**src/design/mqtt5p_pkg.sv**
```systemverilog
`timescale 1ns / 1ps

package mqtt5p_pkg;

    localparam int MAX_CAPACITY_DEF = 256;
    localparam int MAX_PROPS_RESET  = 256;
    localparam int QDEPTH           = 4;

    localparam logic [2:0] PH_SECLEN = 3'd0;
    localparam logic [2:0] PH_ID     = 3'd1;
    localparam logic [2:0] PH_FIXED  = 3'd2;
    localparam logic [2:0] PH_SUBVBI = 3'd3;
    localparam logic [2:0] PH_LENHI  = 3'd4;
    localparam logic [2:0] PH_LENLO  = 3'd5;
    localparam logic [2:0] PH_DATA   = 3'd6;
    localparam logic [2:0] PH_SKIP   = 3'd7;

    localparam logic [2:0] KIND_INT  = 3'd0;
    localparam logic [2:0] KIND_LEN  = 3'd1;
    localparam logic [2:0] KIND_DATA = 3'd2;
    localparam logic [2:0] KIND_DONE = 3'd3;
    localparam logic [2:0] KIND_ERR  = 3'd4;

    localparam logic [2:0] ERR_NONE    = 3'd0;
    localparam logic [2:0] ERR_VBI     = 3'd1;
    localparam logic [2:0] ERR_UNKNOWN = 3'd2;
    localparam logic [2:0] ERR_FULL    = 3'd3;
    localparam logic [2:0] ERR_TRUNC   = 3'd4;

    localparam logic [2:0] CLS_UNKNOWN = 3'd0;
    localparam logic [2:0] CLS_BYTE    = 3'd1;
    localparam logic [2:0] CLS_TWO     = 3'd2;
    localparam logic [2:0] CLS_FOUR    = 3'd3;
    localparam logic [2:0] CLS_VBI     = 3'd4;
    localparam logic [2:0] CLS_STRING  = 3'd5;
    localparam logic [2:0] CLS_USER    = 3'd6;

    localparam logic REG_MAX_PROPS = 1'b0;

    typedef struct packed {
        logic [2:0]  kind;
        logic [7:0]  id;
        logic [31:0] value;
        logic        part;
        logic [7:0]  data;
        logic [2:0]  err;
        logic        last;
    } rec_t;

    typedef struct packed {
        logic [1:0] n;
        rec_t       rec_a;
        rec_t       rec_b;
    } push_t;

    function automatic rec_t make_rec(
        input logic [2:0]  kind,
        input logic [7:0]  id,
        input logic [31:0] value,
        input logic        part,
        input logic [7:0]  data,
        input logic [2:0]  err
    );
        rec_t r;
        r.kind  = kind;
        r.id    = id;
        r.value = value;
        r.part  = part;
        r.data  = data;
        r.err   = err;
        r.last  = 1'b0;
        return r;
    endfunction

    function automatic logic [2:0] classify(input logic [7:0] id);
        logic [2:0] c;
        unique case (id) inside
            8'h01, 8'h17, 8'h19, 8'h24, 8'h25, 8'h28, 8'h29, 8'h2A: c = CLS_BYTE;
            8'h13, 8'h21, 8'h22, 8'h23:                             c = CLS_TWO;
            8'h02, 8'h11, 8'h18, 8'h27:                             c = CLS_FOUR;
            8'h0B:                                                  c = CLS_VBI;
            8'h03, 8'h08, 8'h12, 8'h15, 8'h1A, 8'h1C, 8'h1F,
            8'h09, 8'h16:                                           c = CLS_STRING;
            8'h26:                                                  c = CLS_USER;
            default:                                                c = CLS_UNKNOWN;
        endcase
        return c;
    endfunction

endpackage

```
**src/design/mqtt5_property_stream_parser_core.sv**
```systemverilog
`timescale 1ns / 1ps

// MQTT 5 property section parser, one section byte per input transfer (s_tlast marks the
// buffer's last byte). A byte is taken in the cycle it is offered, one per clock, and its
// records appear on the master side from the next cycle through a four-entry record queue;
// s_tready drops only while that queue has fewer than two free entries. A byte yields at
// most two records, so a stream rich in two-record bytes is paced by the output port at one
// record per cycle. max_properties (byte address 0) is capped at MAX_CAPACITY and should only
// be written while no section is in progress.
module mqtt5_property_stream_parser_core #(
    parameter int MAX_CAPACITY = mqtt5p_pkg::MAX_CAPACITY_DEF
) (
    input  logic        clk,
    input  logic        rst_n,
    input  logic        s_tvalid,
    output logic        s_tready,
    input  logic [7:0]  s_tdata,   // [7:0] in_byte
    input  logic        s_tlast,
    output logic        m_tvalid,
    input  logic        m_tready,
    output logic [55:0] m_tdata,   // [7:0] prop_id, [39:8] value, [47:40] data_byte,
                                   // [50:48] error_code, [55:51] zero
    output logic [3:0]  m_tuser,   // [2:0] record_kind, [3] field_part
    output logic        m_tlast,
    input  logic        psel,
    input  logic        penable,
    input  logic        pwrite,
    input  logic [2:0]  paddr,
    input  logic [31:0] pwdata,
    output logic [31:0] prdata,
    output logic        pready
);

    logic              accept;
    logic [8:0]        max_props;
    mqtt5p_pkg::push_t push;
    mqtt5p_pkg::rec_t  head;

    assign accept = s_tvalid && s_tready;

    mqtt5p_cfg u_cfg (
        .clk       (clk),
        .rst_n     (rst_n),
        .psel      (psel),
        .penable   (penable),
        .pwrite    (pwrite),
        .paddr     (paddr),
        .pwdata    (pwdata),
        .prdata    (prdata),
        .pready    (pready),
        .max_props (max_props)
    );

    mqtt5p_parser #(
        .MAX_CAPACITY (MAX_CAPACITY)
    ) u_parser (
        .clk        (clk),
        .rst_n      (rst_n),
        .accept     (accept),
        .in_byte    (s_tdata),
        .buffer_end (s_tlast),
        .max_props  (max_props),
        .push       (push)
    );

    mqtt5p_out_queue u_queue (
        .clk       (clk),
        .rst_n     (rst_n),
        .push      (push),
        .room      (s_tready),
        .out_valid (m_tvalid),
        .out_ready (m_tready),
        .out_rec   (head)
    );

    assign m_tdata = {5'd0, head.err, head.data, head.value, head.id};
    assign m_tuser = {head.part, head.kind};
    assign m_tlast = head.last;

endmodule

```
**src/design/mqtt5p_cfg.sv**
```systemverilog
`timescale 1ns / 1ps

module mqtt5p_cfg (
    input  logic        clk,
    input  logic        rst_n,
    input  logic        psel,
    input  logic        penable,
    input  logic        pwrite,
    input  logic [2:0]  paddr,
    input  logic [31:0] pwdata,
    output logic [31:0] prdata,
    output logic        pready,
    output logic [8:0]  max_props
);

    logic [8:0] max_props_reg;
    logic       wr_en;

    assign pready    = 1'b1;
    assign wr_en     = psel && penable && pwrite;
    assign max_props = max_props_reg;

    always_ff @(posedge clk or negedge rst_n)
    begin
        if (!rst_n)
        begin
            max_props_reg <= 9'(mqtt5p_pkg::MAX_PROPS_RESET);
        end
        else if (wr_en && paddr[2] == mqtt5p_pkg::REG_MAX_PROPS)
        begin
            max_props_reg <= pwdata[8:0];
        end
    end

    always_comb
    begin
        unique case (paddr[2])
            mqtt5p_pkg::REG_MAX_PROPS: prdata = {23'd0, max_props_reg};
            default:                   prdata = 32'd0;
        endcase
    end

endmodule

```
**src/design/mqtt5p_parser.sv**
```systemverilog
`timescale 1ns / 1ps

module mqtt5p_parser #(
    parameter int MAX_CAPACITY = mqtt5p_pkg::MAX_CAPACITY_DEF
) (
    input  logic              clk,
    input  logic              rst_n,
    input  logic              accept,
    input  logic [7:0]        in_byte,
    input  logic              buffer_end,
    input  logic [8:0]        max_props,
    output mqtt5p_pkg::push_t push
);

    localparam int          CAP_CLIP  = (MAX_CAPACITY > 511) ? 511 : MAX_CAPACITY;
    localparam logic [8:0]  CAP       = 9'(CAP_CLIP);
    localparam logic [28:0] CONS_MAX  = '1;

    logic [2:0]  phase_reg, phase_next;
    logic [7:0]  cur_id_reg, cur_id_next;
    logic [31:0] acc_reg, acc_next;
    logic [15:0] left_reg, left_next;
    logic [2:0]  vcnt_reg, vcnt_next;
    logic [27:0] decl_reg, decl_next;
    logic [28:0] cons_reg, cons_next;
    logic [8:0]  pcount_reg, pcount_next;
    logic        ufp_reg, ufp_next;

    mqtt5p_pkg::rec_t prim, tail;
    logic        prim_v, tail_v, call_field, call_prop, restart;
    logic [31:0] vbi_acc;
    logic [2:0]  vcnt_inc, cls;
    logic [8:0]  limit;
    logic [15:0] left_dec, len_val;

    assign vbi_acc  = acc_reg | (32'({25'd0, in_byte[6:0]}) << (5'd7 * {3'd0, vcnt_reg[1:0]}));
    assign vcnt_inc = vcnt_reg + 3'd1;
    assign cls      = mqtt5p_pkg::classify(in_byte);
    assign limit    = (CAP < max_props) ? CAP : max_props;
    assign left_dec = left_reg - 16'd1;
    assign len_val  = {acc_reg[7:0], in_byte};

    always_comb
    begin
        phase_next  = phase_reg;
        cur_id_next = cur_id_reg;
        acc_next    = acc_reg;
        left_next   = left_reg;
        vcnt_next   = vcnt_reg;
        decl_next   = decl_reg;
        cons_next   = cons_reg;
        pcount_next = pcount_reg;
        ufp_next    = ufp_reg;
        prim        = '0;
        tail        = '0;
        prim_v      = 1'b0;
        tail_v      = 1'b0;
        call_field  = 1'b0;
        call_prop   = 1'b0;
        restart     = 1'b0;

        if (phase_reg != mqtt5p_pkg::PH_SECLEN && phase_reg != mqtt5p_pkg::PH_SKIP &&
            cons_reg != CONS_MAX)
        begin
            cons_next = cons_reg + 29'd1;
        end

        unique case (phase_reg) inside
            mqtt5p_pkg::PH_SECLEN, mqtt5p_pkg::PH_SUBVBI:
            begin
                acc_next  = vbi_acc;
                vcnt_next = vcnt_inc;
                if (in_byte[7])
                begin
                    if (vcnt_inc >= 3'd4)
                    begin
                        tail_v = 1'b1;
                        tail   = mqtt5p_pkg::make_rec(mqtt5p_pkg::KIND_ERR,
                            (phase_reg == mqtt5p_pkg::PH_SECLEN) ? 8'd0 : cur_id_reg,
                            32'd0, 1'b0, 8'd0, mqtt5p_pkg::ERR_VBI);
                    end
                    else if (buffer_end)
                    begin
                        tail_v = 1'b1;
                        tail   = mqtt5p_pkg::make_rec(mqtt5p_pkg::KIND_ERR,
                            (phase_reg == mqtt5p_pkg::PH_SECLEN) ? 8'd0 : cur_id_reg,
                            32'd0, 1'b0, 8'd0, mqtt5p_pkg::ERR_TRUNC);
                    end
                end
                else if (phase_reg == mqtt5p_pkg::PH_SECLEN)
                begin
                    decl_next = vbi_acc[27:0];
                    acc_next  = 32'd0;
                    vcnt_next = 3'd0;
                    call_prop = 1'b1;
                end
                else
                begin
                    prim_v    = 1'b1;
                    prim      = mqtt5p_pkg::make_rec(mqtt5p_pkg::KIND_INT, cur_id_reg, vbi_acc,
                        1'b0, 8'd0, mqtt5p_pkg::ERR_NONE);
                    call_prop = 1'b1;
                end
            end
            mqtt5p_pkg::PH_ID:
            begin
                cur_id_next = in_byte;
                if (cls == mqtt5p_pkg::CLS_UNKNOWN)
                begin
                    tail_v = 1'b1;
                    tail   = mqtt5p_pkg::make_rec(mqtt5p_pkg::KIND_ERR, in_byte, 32'd0, 1'b0,
                        8'd0, mqtt5p_pkg::ERR_UNKNOWN);
                end
                else if (pcount_reg >= limit)
                begin
                    tail_v = 1'b1;
                    tail   = mqtt5p_pkg::make_rec(mqtt5p_pkg::KIND_ERR, in_byte, 32'd0, 1'b0,
                        8'd0, mqtt5p_pkg::ERR_FULL);
                end
                else
                begin
                    pcount_next = pcount_reg + 9'd1;
                    acc_next    = 32'd0;
                    vcnt_next   = 3'd0;
                    ufp_next    = 1'b0;
                    case (cls)
                        mqtt5p_pkg::CLS_BYTE:
                        begin
                            left_next  = 16'd1;
                            phase_next = mqtt5p_pkg::PH_FIXED;
                        end
                        mqtt5p_pkg::CLS_TWO:
                        begin
                            left_next  = 16'd2;
                            phase_next = mqtt5p_pkg::PH_FIXED;
                        end
                        mqtt5p_pkg::CLS_FOUR:
                        begin
                            left_next  = 16'd4;
                            phase_next = mqtt5p_pkg::PH_FIXED;
                        end
                        mqtt5p_pkg::CLS_VBI: phase_next = mqtt5p_pkg::PH_SUBVBI;
                        default:             phase_next = mqtt5p_pkg::PH_LENHI;
                    endcase
                    if (buffer_end)
                    begin
                        tail_v = 1'b1;
                        tail   = mqtt5p_pkg::make_rec(mqtt5p_pkg::KIND_ERR, in_byte, 32'd0,
                            1'b0, 8'd0, mqtt5p_pkg::ERR_TRUNC);
                    end
                end
            end
            mqtt5p_pkg::PH_FIXED:
            begin
                acc_next  = {acc_reg[23:0], in_byte};
                left_next = left_dec;
                if (left_dec == 16'd0)
                begin
                    prim_v    = 1'b1;
                    prim      = mqtt5p_pkg::make_rec(mqtt5p_pkg::KIND_INT, cur_id_reg,
                        {acc_reg[23:0], in_byte}, 1'b0, 8'd0, mqtt5p_pkg::ERR_NONE);
                    call_prop = 1'b1;
                end
                else if (buffer_end)
                begin
                    tail_v = 1'b1;
                    tail   = mqtt5p_pkg::make_rec(mqtt5p_pkg::KIND_ERR, cur_id_reg, 32'd0,
                        1'b0, 8'd0, mqtt5p_pkg::ERR_TRUNC);
                end
            end
            mqtt5p_pkg::PH_LENHI:
            begin
                acc_next   = {24'd0, in_byte};
                phase_next = mqtt5p_pkg::PH_LENLO;
                if (buffer_end)
                begin
                    tail_v = 1'b1;
                    tail   = mqtt5p_pkg::make_rec(mqtt5p_pkg::KIND_ERR, cur_id_reg, 32'd0,
                        1'b0, 8'd0, mqtt5p_pkg::ERR_TRUNC);
                end
            end
            mqtt5p_pkg::PH_LENLO:
            begin
                left_next = len_val;
                prim_v    = 1'b1;
                prim      = mqtt5p_pkg::make_rec(mqtt5p_pkg::KIND_LEN, cur_id_reg,
                    {16'd0, len_val}, ufp_reg, 8'd0, mqtt5p_pkg::ERR_NONE);
                if (len_val == 16'd0)
                begin
                    call_field = 1'b1;
                end
                else
                begin
                    phase_next = mqtt5p_pkg::PH_DATA;
                    if (buffer_end)
                    begin
                        tail_v = 1'b1;
                        tail   = mqtt5p_pkg::make_rec(mqtt5p_pkg::KIND_ERR, cur_id_reg, 32'd0,
                            1'b0, 8'd0, mqtt5p_pkg::ERR_TRUNC);
                    end
                end
            end
            mqtt5p_pkg::PH_DATA:
            begin
                prim_v    = 1'b1;
                prim      = mqtt5p_pkg::make_rec(mqtt5p_pkg::KIND_DATA, cur_id_reg, 32'd0,
                    ufp_reg, in_byte, mqtt5p_pkg::ERR_NONE);
                left_next = left_dec;
                if (left_dec == 16'd0)
                begin
                    call_field = 1'b1;
                end
                else if (buffer_end)
                begin
                    tail_v = 1'b1;
                    tail   = mqtt5p_pkg::make_rec(mqtt5p_pkg::KIND_ERR, cur_id_reg, 32'd0,
                        1'b0, 8'd0, mqtt5p_pkg::ERR_TRUNC);
                end
            end
            default:
            begin
                restart = buffer_end;
            end
        endcase

        // user property: key done, value field follows
        if (call_field)
        begin
            if (mqtt5p_pkg::classify(cur_id_reg) == mqtt5p_pkg::CLS_USER && !ufp_reg)
            begin
                ufp_next   = 1'b1;
                phase_next = mqtt5p_pkg::PH_LENHI;
                if (buffer_end)
                begin
                    tail_v = 1'b1;
                    tail   = mqtt5p_pkg::make_rec(mqtt5p_pkg::KIND_ERR, cur_id_reg, 32'd0,
                        1'b0, 8'd0, mqtt5p_pkg::ERR_TRUNC);
                end
            end
            else
            begin
                call_prop = 1'b1;
            end
        end

        if (call_prop)
        begin
            if (cons_next >= {1'b0, decl_next} || buffer_end)
            begin
                tail_v = 1'b1;
                tail   = mqtt5p_pkg::make_rec(mqtt5p_pkg::KIND_DONE, 8'd0,
                    {23'd0, pcount_next}, 1'b0, 8'd0, mqtt5p_pkg::ERR_NONE);
            end
            else
            begin
                phase_next = mqtt5p_pkg::PH_ID;
            end
        end

        if (tail_v)
        begin
            if (buffer_end)
            begin
                restart = 1'b1;
            end
            else
            begin
                phase_next = mqtt5p_pkg::PH_SKIP;
            end
        end

        if (restart)
        begin
            phase_next  = mqtt5p_pkg::PH_SECLEN;
            cur_id_next = 8'd0;
            acc_next    = 32'd0;
            left_next   = 16'd0;
            vcnt_next   = 3'd0;
            decl_next   = 28'd0;
            cons_next   = 29'd0;
            pcount_next = 9'd0;
            ufp_next    = 1'b0;
        end
    end

    always_comb
    begin
        push.n     = accept ? ({1'b0, prim_v} + {1'b0, tail_v}) : 2'd0;
        push.rec_a = prim_v ? prim : tail;
        push.rec_b = tail;
        push.rec_a.last = !(prim_v && tail_v);
        push.rec_b.last = 1'b1;
    end

    always_ff @(posedge clk or negedge rst_n)
    begin
        if (!rst_n)
        begin
            phase_reg  <= mqtt5p_pkg::PH_SECLEN;
            cur_id_reg <= 8'd0;
            acc_reg    <= 32'd0;
            left_reg   <= 16'd0;
            vcnt_reg   <= 3'd0;
            decl_reg   <= 28'd0;
            cons_reg   <= 29'd0;
            pcount_reg <= 9'd0;
            ufp_reg    <= 1'b0;
        end
        else if (accept)
        begin
            phase_reg  <= phase_next;
            cur_id_reg <= cur_id_next;
            acc_reg    <= acc_next;
            left_reg   <= left_next;
            vcnt_reg   <= vcnt_next;
            decl_reg   <= decl_next;
            cons_reg   <= cons_next;
            pcount_reg <= pcount_next;
            ufp_reg    <= ufp_next;
        end
    end

    // every section ends when the buffer ends
    a_end_restarts: assert property (@(posedge clk) disable iff (!rst_n)
        accept && buffer_end |=> phase_reg == mqtt5p_pkg::PH_SECLEN)
        else $error("buffer end did not restart the section");

    a_end_reports: assert property (@(posedge clk) disable iff (!rst_n)
        accept && buffer_end && phase_reg != mqtt5p_pkg::PH_SKIP |-> push.n != 2'd0)
        else $error("buffer end inside a section gave no closing record");

endmodule

```
**src/design/mqtt5p_out_queue.sv**
```systemverilog
`timescale 1ns / 1ps

module mqtt5p_out_queue (
    input  logic              clk,
    input  logic              rst_n,
    input  mqtt5p_pkg::push_t push,
    output logic              room,
    output logic              out_valid,
    input  logic              out_ready,
    output mqtt5p_pkg::rec_t  out_rec
);

    localparam int DEPTH = mqtt5p_pkg::QDEPTH;
    localparam int PTR_W = $clog2(DEPTH);
    localparam int CNT_W = PTR_W + 1;

    mqtt5p_pkg::rec_t q_reg [DEPTH];
    logic [PTR_W-1:0] wptr_reg, wptr_next, rptr_reg, rptr_next;
    logic [CNT_W-1:0] count_reg, count_next;
    logic             pop;

    assign out_valid = count_reg != '0;
    assign out_rec   = q_reg[rptr_reg];
    assign room      = count_reg <= CNT_W'(DEPTH - 2);
    assign pop       = out_valid && out_ready;

    always_comb
    begin
        wptr_next  = wptr_reg + PTR_W'(push.n);
        rptr_next  = rptr_reg + PTR_W'(pop);
        count_next = count_reg + CNT_W'(push.n) - CNT_W'(pop);
    end

    always_ff @(posedge clk)
    begin
        if (push.n != 2'd0)
        begin
            q_reg[wptr_reg] <= push.rec_a;
        end
        if (push.n == 2'd2)
        begin
            q_reg[wptr_reg + PTR_W'(1)] <= push.rec_b;
        end
    end

    always_ff @(posedge clk or negedge rst_n)
    begin
        if (!rst_n)
        begin
            wptr_reg  <= '0;
            rptr_reg  <= '0;
            count_reg <= '0;
        end
        else
        begin
            wptr_reg  <= wptr_next;
            rptr_reg  <= rptr_next;
            count_reg <= count_next;
        end
    end

    a_no_overflow: assert property (@(posedge clk) disable iff (!rst_n)
        CNT_W'(push.n) + count_reg <= CNT_W'(DEPTH) + CNT_W'(pop))
        else $error("record queue overflow");

    a_drain: assert property (@(posedge clk) disable iff (!rst_n)
        pop && push.n == 2'd0 |=> count_reg == $past(count_reg) - CNT_W'(1))
        else $error("record queue count lost track of a transfer");

endmodule
```
**config.mk**
```make
export PLATFORM = sky130hd
export DESIGN_NAME = mqtt5_property_stream_parser_core
export DESIGN_NICKNAME = d
export VERILOG_FILES = /design/src/design/mqtt5p_pkg.sv /design/src/design/mqtt5_property_stream_parser_core.sv /design/src/design/mqtt5p_cfg.sv /design/src/design/mqtt5p_parser.sv /design/src/design/mqtt5p_out_queue.sv
export SDC_FILE = /design/constraint.sdc
export NUM_CORES = 1
export LEC_CHECK = 0
export BUFFER_PORTS_ARGS = -buffer_cell sky130_fd_sc_hd__buf_2
export CELL_PAD_IN_SITES_DETAIL_PLACEMENT = 1
export CELL_PAD_IN_SITES_GLOBAL_PLACEMENT = 1
export CORE_MARGIN = 3
export CORE_UTILIZATION = 45
export DETAILED_ROUTE_END_ITERATION = 7
export PLACE_DENSITY_LB_ADDON = 0.1
export SETUP_SLACK_MARGIN = 0.5
export SLEW_MARGIN = 20
export SYNTH_ARGS = -nofsm -noshare
export SYNTH_HDL_FRONTEND = slang
export SYNTH_HIERARCHICAL = 1
export SYNTH_SLANG_ARGS = --single-unit
export TNS_END_PERCENT = 100
```
**constraint.sdc**
```tcl
create_clock -name clk -period 10.8 [get_ports clk]
set_clock_uncertainty 0.15 [all_clocks]
set_input_delay 1.08 -clock clk [delete_from_list [all_inputs] [get_ports clk]]
set_output_delay 1.08 -clock clk [all_outputs]
set_load 0.02 [all_outputs]
```
Yosys cells after proc, flatten, opt, wreduce, memory -nomap -nowiden. Memories as Yosys holds them, arrays and structs flattened. Index checks and enable logic that the tools add are counted.

$add $sub $neg: 10. Multiply operators: 1. Order comparisons: 5. Equal/unequal tests: 71. Shift operators: 1. Mux-type cells: 104. Bitwise gates (word level): 2. Reductions and logical operators: 40.

Operators by type and width (number): 56-bit 2-to-1 mux (15); 56-bit one-hot mux with 5 select lines (1); 56-bit one-hot mux with 4 select lines (1); 8-bit by 5-bit == test with 1-bit output, second input constant (22); 8-bit by 6-bit == test with 1-bit output, second input constant (20); 32-bit 2-to-1 mux (5); 53-bit 2-to-1 mux (3); 32-bit one-hot mux with 4 select lines (1); 28-bit 2-to-1 mux (4); 16-bit one-hot mux with 3 select lines (2); 29-bit 2-to-1 mux (2); 9-bit 2-to-1 mux (6); 8-bit by 4-bit == test with 1-bit output, second input constant (6); 16-bit 2-to-1 mux (3); 3-bit 2-to-1 mux (16); 3-bit one-hot mux with 6 select lines (2); 8-bit by 2-bit == test with 1-bit output, second input constant (4); 16-bit logical NOT (2); 1-bit 2-to-1 mux (32); 32-bit OR (1); 7-bit by 5-bit << shifter with 32-bit output (1); 29-bit by 1-bit adder with 29-bit output, second input constant (1); 29-bit by 28-bit greater-or-equal comparator with 1-bit output (1); 29-bit != test, second input constant (1); 47 further kinds (82).

Bits in registers: 145. RAM bits: 224. Input bits: 51. Output and inout bits: 96. Word-level logic and storage cells: 248. Memories: 1.

Memories: u_queue.q_reg (depth 4, width 56, rd ports 1, clocked after Yosys merged registers in 0, wr ports 2, line mqtt5p_out_queue.sv:17) `mqtt5p_pkg::rec_t q_reg [DEPTH];`.

Logic depth before layout (Yosys ltp).
Word-level depth: 16. Depth in mapped cells: 30. Depth with buffers taken out: 27.

Modules after synthesis. The synthesis kept the hierarchy.

Modules (own cells, without submodules): mqtt5p_out_queue (instances 1, cells each 583, area each 11353.4 sq um, seq. area each 6901.6 sq um); mqtt5p_parser (instances 1, cells each 1276, area each 10278.6 sq um, seq. area each 3228.1 sq um); mqtt5p_cfg (instances 1, cells each 54, area each 618.1 sq um, seq. area each 226.5 sq um); mqtt5_property_stream_parser_core (instances 1, cells each 7, area each 47.5 sq um, seq. area each 0.0 sq um).

Worst setup path before layout. Ideal clock, no wire load.

Path type: input to register. From: in s_tdata[7]. To: mem u_queue/q_reg[0][0] in the netlist's numbering (enable). Library setup time: 0.547 ns. Arrival time: 8.330 ns. Required time: 10.103 ns. Setup slack: 1.773 ns. Cell stages on the path: 21. Path buffers: 4. Cell sequence: clkbuf_1 clkbuf_1 nor3_1 clkbuf_1 clkbuf_1 nand2_1 o21ai_0 ha_1 a211o_1 a21oi_1 o21ai_0 a31oi_1 o22a_1 a21bo_2 inv_1 nor2_2 inv_2 ha_1 and2_1 o21bai_1 o21ai_0.

RTL lines: start, declared (line mqtt5_property_stream_parser_core.sv:17) `input logic [7:0] s_tdata,`; end, declared (line mqtt5p_out_queue.sv:17).

==> out/metrics.cfg <==
[worst_setup_path]
cp_max_fo=35
crit_type=flip-flop to flip-flop
worstPathRequired_ns=10.97
r2r_setup_slack_ns=2.77
critical_path_arrival_ns=8.20
cp-start-kind=flip-flop
critPathCaptureType=flip-flop

[timing]
holdWs_ns=0.330
maxSlewViolCount=0
hold_violations=0
finalCriticalPeriod_ns=8.03
worst_pin_slew_ns=1.09
slew_headroom_pct=27.0
tns_ns=0
fmax_ghz=0.124
fin_crit_sh_pct=74.4
rsz0062_at_grt=no
setup_viol=0

[placed_design]
dp_hpwl_mm=41.4
post_dp_cell_area_mm2=0.0229
port_buffers=92
place_congestion=0.876
place_inst=2558

[detailed_routing]
drc=0
drt_iter0_drc=1060
vias_per_cell=5.96
drt-total-wl_mm=64.1
antenna_left=0
firstDrtPassIters=5
wl_per_cell_um=24.3
via_count=15700

[synth]
postSynthAreaPerCell_um2=11.6
synthDistinctLibCells=91
yosys-top-cells-area=edfxtp_1, dfrtp_1, mux2_2, mux4_2, nand2_1
ys.flop_type=edfxtp_1
syn_inst=1920
synth-edff-count=224
synthArstFlopShare_pct=39.3
yosysWarningCount=6
ys_seq_area_share_pct=46.4
syn_area_mm2=0.0223
yosysTopAreaCell=edfxtp_1
synth_top_area_share_pct=30.2
synth_seq_cells=369

[final_layout]
final_cell_area_mm2=0.0244
utilization_pct=50.4
syn2layout_area_growth_pct=9.37
fillCellCount=5105
largest_register_ffs=224
nNetsFinal=2046
final_common_cell=edfxtp_1
drive_gt1_share_pct=26.4
stdcell_count=2641
layout_common_cells=edfxtp_1, mux2_2, nand2_1

[clocking]
cts_root_buf=clkbuf_16
clk_pin_slew_ns=0.06
clk_path_buf_depth=3
cts_tree=built
cts_buffers=44
clk_latency_ns=0.58
clock_sink_count=369
postCtsSetupRepairBufs=0
ctsHoldBuffers=0
cts-htree-levels=2
post_cts_resized=0

[global_route]
grt_pass1_vias=16400
track_usage_pct=24.2
use_met1_pct=34.0
global_route.overflow_total=0
grtUsageMet3_pct=3.12
grt_max_degree=95
grt-busiest-layer=met2
grt_pass1_wl_mm=99.2
antenna_found_initial=0
use_met2_pct=40.0

[power]
peakVddDrop_mv=0.117
switching_share_pct=39.2
p_leak_uw=0.00953
pwr-share-seq_pct=34.5
power_frac_comb_pct=40.1
switchingPower_uw=2250
power.internal_uw=3480
pwr_density_cell_mw_per_mm2=235
power_frac_clock_pct=25.4

[job]
drv_cap=0

[floorplanning]
io_pins=147
num_rows=80
die_x_um=229
die_y_um=229
die_area_mm2=0.0523
start_util_pct=46.1
core_mm2=0.0483

[hold_path]
min_path_type=flip-flop to flip-flop

[outcome]
status=completed

-- stage by stage --
stage	total power [uW]	setup slack, ns
global placement	4220	2.89
global route	6070	2.27
detailed placement	4280	2.79
finish	5730	2.77
floorplan	3610	1.77
CTS	5760	2.77
-- cells by family after synthesis --
kind of cell               count (synthesis)  share of synthesized area [%]
DFF                                      369                           46.4
and+or+nand+nor                          469                           10.4
xor gates and xnor gates                  50                           1.96
adders and majority gates                 47                           2.67
AOI/OAI and AO/OA                        417                           12.6
buffers and inverters                    231                           5.71
muxes                                    332                           20.0
other                                      5                         0.0842
-- path summary, 6_finish.rpt --
path | startpoint | to | depth (start not counted)
max | u_parser/phase_reg[1]$_DFFE_PN0P_ | u_queue/q_reg[3][32]$_DFFE_PP_ | 21
min | u_parser/decl_reg[16]$_DFFE_PN0P_ | u_parser/decl_reg[16]$_DFFE_PN0P_ | 1
max reg2reg | u_parser/phase_reg[1]$_DFFE_PN0P_ | u_queue/q_reg[3][32]$_DFFE_PP_ | 21
min reg2reg | u_parser/decl_reg[16]$_DFFE_PN0P_ | u_parser/decl_reg[16]$_DFFE_PN0P_ | 1
max in group asynchronous | rst_n | u_queue/rptr_reg[0]$_DFF_PN0_ | 2
min in group asynchronous | rst_n | u_parser/cons_reg[12]$_DFFE_PN0P_ | 1
-- layer usage --
layer / share of wire (%) / up-vias
met5: 0 / -
met1: 46 / 8067
met2: 47 / 406
met4: 2.1 / 0
li1: - / 7170
met3: 4.9 / 90
-- power groups by stage --
stage	registers, uW	logic (uW)	clock network (uW)
global route	2010	2510	1560
global placement	1990	2240	0
CTS	1970	2300	1490
finish	1970	2300	1460
detailed placement	2000	2280	0
floorplan	1880	1730	0
-- synth_stat cells (all sizes together) (9+ instances only) --
cell type	n
and2b	9
ha	46
buf	116
nand2	168
dfrtp	144
nand2b	27
mux4	56
a21oi	96
mux2	267
o21ai	116
nor4	15
mux2i	9
and3	17
a211oi	15
nor3	33
clkbuf	83
xnor2	32
a22oi	15
o31ai	18
a22o	36
nand3	17
inv	31
o2bb2ai	52
nand4	22
nor2b	12
or2	10
xor2	18
nor2	98
edfxtp	224
-- area by class of cell --
cell class	count	area [um^2]	share of cell area, %
multi-input cells	1377	10900	44.9
flip-flops and latches	369	10400	42.5
clock buffers	67	1320	5.41
well taps	656	821	3.37
repair buffers	124	707	2.90
inverters	32	120	0.493
clock inverters	15	110	0.451
diodes	1	2.50	0.0103
-- worst max-delay path: stages, from the launching register on --
cell	delay (ns)
dfrtp_1	0.58
inv_1	0.30
nand2_1	0.42
mux2_2	0.36
nand4_1	0.40
or4_1	0.68
xnor2_1	0.16
ha_1	0.31
nand4_1	0.18
nor4_1	0.38
a31oi_1	0.14
o22a_1	0.29
a21bo_2	0.32
inv_1	0.28
nor2_2	0.12
inv_2	0.12
ha_1	0.16
inv_1	0.09
nor2_1	0.43
and4bb_2	0.82
buf_4	0.63
mux2_1	0.40
Power figures use the tool's default switching activity.
